$ cat src/design/generation_tagged_slot_allocator_unit_macros.svh
// ----------------------------------------------------------------------------
// Slot allocator assertion macros
// Immediate-implication and next-cycle-implication property wrappers.
// ----------------------------------------------------------------------------
`ifndef GENERATION_TAGGED_SLOT_ALLOCATOR_UNIT_MACROS_SVH
`define GENERATION_TAGGED_SLOT_ALLOCATOR_UNIT_MACROS_SVH

// Consequent must hold in the same cycle as the antecedent.
`define GTSA_ASSERT_NOW(label, clk, rstn, ante, cons) \
    label: assert property (@(posedge clk) disable iff (!rstn) (ante) |-> (cons)) \
        else $error("slot allocator assertion failed");

// Consequent must hold in the cycle after the antecedent.
`define GTSA_ASSERT_NEXT(label, clk, rstn, ante, cons) \
    label: assert property (@(posedge clk) disable iff (!rstn) (ante) |=> (cons)) \
        else $error("slot allocator assertion failed");

`endif

$ cat src/design/gtsa_pkg.sv
// ----------------------------------------------------------------------------
// Slot allocator package
// Sizes, request codes, controller states and shared structs.
// ----------------------------------------------------------------------------
`default_nettype none

package gtsa_pkg;

    localparam int NUM_SLOTS  = 256;
    localparam int SLOT_W     = $clog2(NUM_SLOTS);
    localparam int COUNT_W    = $clog2(NUM_SLOTS + 1);
    localparam int GEN_W      = 32;
    localparam int IDX_W      = 10;
    localparam int GRANT_W    = 8;
    localparam int LIVE_W     = 9;

    // Two-level free search: groups of 16 flags
    localparam int GRP_SIZE   = 16;
    localparam int GRP_BIT_W  = $clog2(GRP_SIZE);
    localparam int NUM_GROUPS = (NUM_SLOTS + GRP_SIZE - 1) / GRP_SIZE;
    localparam int GRP_IDX_W  = (NUM_GROUPS > 1) ? $clog2(NUM_GROUPS) : 1;
    localparam int PAD_SLOTS  = NUM_GROUPS * GRP_SIZE;

    // Stream payload widths
    localparam int S_TDATA_W  = 48;
    localparam int M_TDATA_W  = 56;
    localparam int M_PAD_W    = M_TDATA_W - LIVE_W - GEN_W - GRANT_W;

    localparam logic REQ_ALLOC   = 1'b0;
    localparam logic REQ_RELEASE = 1'b1;

    typedef enum logic [2:0] {
        ST_IDLE,
        ST_SCAN,
        ST_PICK,
        ST_ISSUE,
        ST_EVAL
    } state_t;

    typedef struct packed {
        logic              found;
        logic [SLOT_W-1:0] slot;
    } find_result_t;

endpackage

`default_nettype wire

$ cat src/design/gtsa_finder.sv
// ----------------------------------------------------------------------------
// Slot allocator free-slot finder
// Lowest inactive slot in two steps: first free group, then bit in group.
// ----------------------------------------------------------------------------
`default_nettype none

module gtsa_finder (
    input  wire logic                            aclk,
    input  wire logic                            aresetn,
    input  wire logic                            scan_en,
    input  wire logic [gtsa_pkg::NUM_SLOTS-1:0]  flags,
    output gtsa_pkg::find_result_t               result
);

    import gtsa_pkg::*;

    logic [PAD_SLOTS-1:0] flags_pad;
    logic [GRP_IDX_W-1:0] grp_next;
    logic [GRP_IDX_W-1:0] grp_reg;
    logic                 hit_next;
    logic                 hit_reg;
    logic [GRP_SIZE-1:0]  grp_word;
    logic [GRP_BIT_W-1:0] bit_sel;

    // Padding slots count as occupied
    always_comb begin
        flags_pad = '1;
        flags_pad[NUM_SLOTS-1:0] = flags;
    end

    always_comb begin
        hit_next = 1'b0;
        grp_next = '0;
        for (int g = NUM_GROUPS - 1; g >= 0; g--) begin
            if (!(&flags_pad[g*GRP_SIZE +: GRP_SIZE])) begin
                hit_next = 1'b1;
                grp_next = GRP_IDX_W'(g);
            end
        end
    end

    always_ff @(posedge aclk) begin
        if (!aresetn) begin
            hit_reg <= 1'b0;
        end else if (scan_en) begin
            hit_reg <= hit_next;
        end
    end

    always_ff @(posedge aclk) begin
        if (scan_en) begin
            grp_reg <= grp_next;
        end
    end

    assign grp_word = flags_pad[grp_reg*GRP_SIZE +: GRP_SIZE];

    always_comb begin
        bit_sel = '0;
        for (int b = GRP_SIZE - 1; b >= 0; b--) begin
            if (!grp_word[b]) begin
                bit_sel = GRP_BIT_W'(b);
            end
        end
    end

    assign result.found = hit_reg;
    assign result.slot  = SLOT_W'({grp_reg, bit_sel});

endmodule

`default_nettype wire
$ cat config.mk
export PLATFORM = sky130hd
export DESIGN_NAME = gtsa_finder
export DESIGN_NICKNAME = d
export VERILOG_FILES = /design/src/design/generation_tagged_slot_allocator_unit_macros.svh /design/src/design/gtsa_pkg.sv /design/src/design/gtsa_finder.sv
export SDC_FILE = /design/constraint.sdc
export NUM_CORES = 1
export LEC_CHECK = 0
export ABC_AREA = 1
export BUFFER_PORTS_ARGS = -buffer_cell sky130_fd_sc_hd__buf_4
export CAP_MARGIN = 20
export CORE_AREA = 2 2 104 106
export DETAILED_ROUTE_END_ITERATION = 8
export DIE_AREA = 0 0 106 108
export HOLD_SLACK_MARGIN = 0.02
export PLACE_DENSITY = 0.74
export SLEW_MARGIN = 20
export SYNTH_ARGS = -nofsm -noshare
export SYNTH_HDL_FRONTEND = slang
export SYNTH_SLANG_ARGS = --single-unit
$ cat constraint.sdc
create_clock -name aclk -period 1.9 [get_ports aclk]
set_input_delay 0.095 -clock aclk [delete_from_list [all_inputs] [get_ports aclk]]
set_output_delay 0.095 -clock aclk [all_outputs]
set_load 0.05 [all_outputs]
==> Word-level counts from Yosys, hierarchy flattened <==
Cells that the tools add are included.
{ "totals": {"word_cells": 72, "input_bits": 259, "regBits": 5} }
{ "classes": {"shifts": 1, "n_reduce_logical": 19, "mux": 47} }
{ "op_table": {"columns": ["op", "count"], "rows": [
  ["AND reduction 16 bit", 16],
  ["variable part select 256 x 9 -> 16 bit", 1],
  ["AND reduction 128 bit", 1],
  ["2-to-1 mux 4 bit", 24],
  ["AND reduction 64 bit", 1],
  ["AND reduction 32 bit", 1],
  ["2-to-1 mux 1 bit", 17],
  ["2-to-1 mux 3 bit", 4],
  ["2-to-1 mux 2 bit", 2]
]} }

==> Logic depth before layout (Yosys ltp) <==
{ "logic_depth": {"word_depth": 17, "mapped_depth": 23} }

==> Worst setup path before layout <==
OpenSTA, ideal clock, no wires.
{ "synth_path": {"path_kind": "register to output", "startpoint": "register grp_reg[1]", "endpoint": "output result[0] in the netlist's numbering", "path_stages_with_launch": 23, "path_buffers": 2, "setup_slack_ps": -940, "arrival_ps": 2745, "required_ps": 1805, "path_cell_list": "edfxtp_1 buf_4 inv_2 buf_4 nor2_1 o21ai_0 nand3_1 nand3_1 nand2_1 nand2_1 nand2_1 nand2_1 nand2_1 nand2_1 nand2_1 nand2_1 nand2_1 nand2_1 nand2_1 nand2_1 nand2_1 nand2_1 a21oi_1"} }
{ "synth_rtl": {"columns": ["item", "line", "source"], "rows": [
  ["start: declaration", "gtsa_finder.sv:19", "logic [GRP_IDX_W-1:0] grp_reg;"],
  ["start signal: assignment", "gtsa_finder.sv:52", "grp_reg <= grp_next;"],
  ["end: declaration", "gtsa_finder.sv:12", "output gtsa_pkg::find_result_t result"]
]} }

==> reports/results.tsv <==
metric	value	unit
cts_buffer_depth	2	
place.gp.congestion	0.991	
pin_count	268	
crit_path_end_kind	output port	
synth_area	3620	sq um
start_kind	flop	
critPathTopFamily	simple AND/OR/NAND/NOR gates	
clock_sinks	5	
period_share	138	%
synthDistinctLibCells	33	
min_path_type	primary input to flop	
rsz0062_at_grt	yes	
clock.fmax	0.381	GHz
synth_nets	952	
core_area	10200	sq um
grt_util_all_layers	33.5	%
yosys_register_bits	5	
synth.yosys.seq_area_share	3.87	%
setup_ws	-0.726	ns
finalPower	1.77	mW
final_cell_mix	buf_4, o21ai_0, nand2_1, inv_1, nand3_1	
rows	37	
finalSetupViolCount	4	
cts_buffers	3	
root_buffer	clkbuf_8	
cts_hold_buf	0	
dieArea	11400	sq um
portBuffers	267	
critPathKind	flop to output port	
vias	6359	
arrival	2.53	ns
cts_tree	yes	
grt_overflow_total	0	
vias_per_cell	5.69	
finalHoldViolCount	0	
ys_warn_count	0	
first_pass_iters	5	
ir_worst_vdd	151	uV
outcome	complete, but fails checks	
clk_latency	0.22	ns
wl_per_cell	18.0	um
layout_commonest_cell	buf_4	
yosysTopAreaCell	o21ai_0	
drc	0	
antenna_found_initial	0	
finalMaxSlewViolations	0	
synth.top_cell.area_share	15.1	%
final_nets	1242	
drtAntennaViolNets	0	
grt_max_degree	33	
wl	20100	um
largest_reg_flops	4	
die_h	108	um
dp.final_hpwl	16400	um
worstPathMaxFanout	7	
synthTopCellsByArea	o21ai_0, nand3_1, nand2_1	
skew	0	ns
drt_iter0_drc	568	
cts.clk_slew.worst_paths	0.04	ns
crit_top_cell	nand2_1	
drive_above_1_share	38.2	%
critPathSlowestCell	edfxtp_1	
synthCells	693	
fin_crit	2.63	ns
antenna_cells	0	
grt_pass1_wl	30400	um
worst_pin_slew	0.565	ns
slew_headroom	62.0	%
tns	-2.66	ns
maxCapViolations	0	
critical-path-max-stage-delay	0.40	ns
htreeDepth	1	
path_buf_inv	6	
grt_pass1_vias	6053	
dieWidth	106	um
violations	negative setup slack	
power_density	279	nW/um^2
synth.avg_cell_area	5.23	sq um
start_util	35.4	%
p_leak	3.07	nW
worst_ep_required_time	1.80	ns
syn_to_final_growth	74.7	%
==> worst reg2reg max path: cells and delay by family (launching register included) <==
family	cells	cell delay, ns
compound gates	2	0.42
flops	1	0.32
==> routing by layer <==
metal | share of wire [%] | up-vias | global-route usage, %
met1 | 38 | 2857 | 42.3
met3 | 12 | 48 | 5.67
met4 | 2.6 | 0 | 8.93
met2 | 47 | 410 | 59.2
met5 | 0 | - | 0
li1 | - | 3044 | -
==> layout make-up <==
| type | count | area (sq um) |
|---|---|---|
| Fill cell | 1000 | 3900 |
| Multi-Input combinational cell | 552 | 2890 |
| Timing Repair Buffer | 337 | 2760 |
| Inverter | 84 | 325 |
| Tap cell | 136 | 170 |
| Sequential cell | 5 | 140 |
| Clock buffer | 4 | 45.0 |
==> repair_timing <==
item / in CTS / in global routing
setup buffers: 10 / 3
setup endpoints to repair: 4 / 4
resized for setup: 18 / 29
cloned: 3 / 1
pin swaps: 6 / 29
==> final timing paths <==
kind                            startpoint         end  slack [ns]  cells after the start
worst max-delay path            grp_reg[0]   result[0]       -0.73                     25
worst min-delay path               scan_en  grp_reg[1]        0.14                      1
worst max register to register     hit_reg     hit_reg        1.02                      2
worst min register to register     hit_reg     hit_reg        0.77                      2
==> Yosys cell counts <==
| library cell | n |
|---|---|
| o21ai_0 | 109 |
| nand2_1 | 108 |
| inv_1 | 82 |
| nand3_1 | 82 |
| nor2_1 | 70 |
| a21oi_1 | 56 |
| nand4_1 | 51 |
| nor4_1 | 26 |
| o211ai_1 | 18 |
| buf_2 | 16 |
| buf_4 | 16 |
| buf_6 | 15 |
| o221ai_1 | 15 |
| edfxtp_1 | 4 |
| nor3_1 | 3 |
| a31oi_1 | 2 |
| buf_1 | 2 |
| clkbuf_1 | 2 |
| o21ai_1 | 2 |
| a21boi_2 | 1 |
| a21oi_2 | 1 |
| a41oi_1 | 1 |
| clkbuf_2 | 1 |
| dfxtp_1 | 1 |
| inv_2 | 1 |
| inv_4 | 1 |
| nand2_2 | 1 |
| nand3_2 | 1 |
| nor2_2 | 1 |
| o211ai_2 | 1 |
| o21bai_1 | 1 |
| o311a_1 | 1 |
| or2_2 | 1 |
==> stage by stage <==
stage	instances	worst slack (ns)	hold slack, ns	area (sq um)	util (%)
final	1118	-0.726	0.139	6330	61.9
after global routing	1118	-0.972	0.142	6330	61.9
after CTS	1114	-0.627	0.137	6200	60.6
after detailed placement	1097	-0.457	0.363	5920	57.9
after global placement	1097	-0.433	0.365	5920	57.9
after floorplan	693	-0.574	0.207	3660	-
==> kinds of logic after synthesis <==
logic type / count (synthesis) / share of synthesized area [%]
and+or+nand+nor: 344 / 44.3
AOI/OAI and AO/OA: 208 / 32.4
buffers and inverters: 136 / 19.5
DFF: 5 / 3.87
==> power by group <==
part | switching, mW | leakage [nW] | internal, mW
registers | 0.00538 | 0.0463 | 0.125
logic | 0.710 | 3.00 | 0.725
clock network | 0.0567 | 0.0228 | 0.144
(Power assumes the default switching activity.)
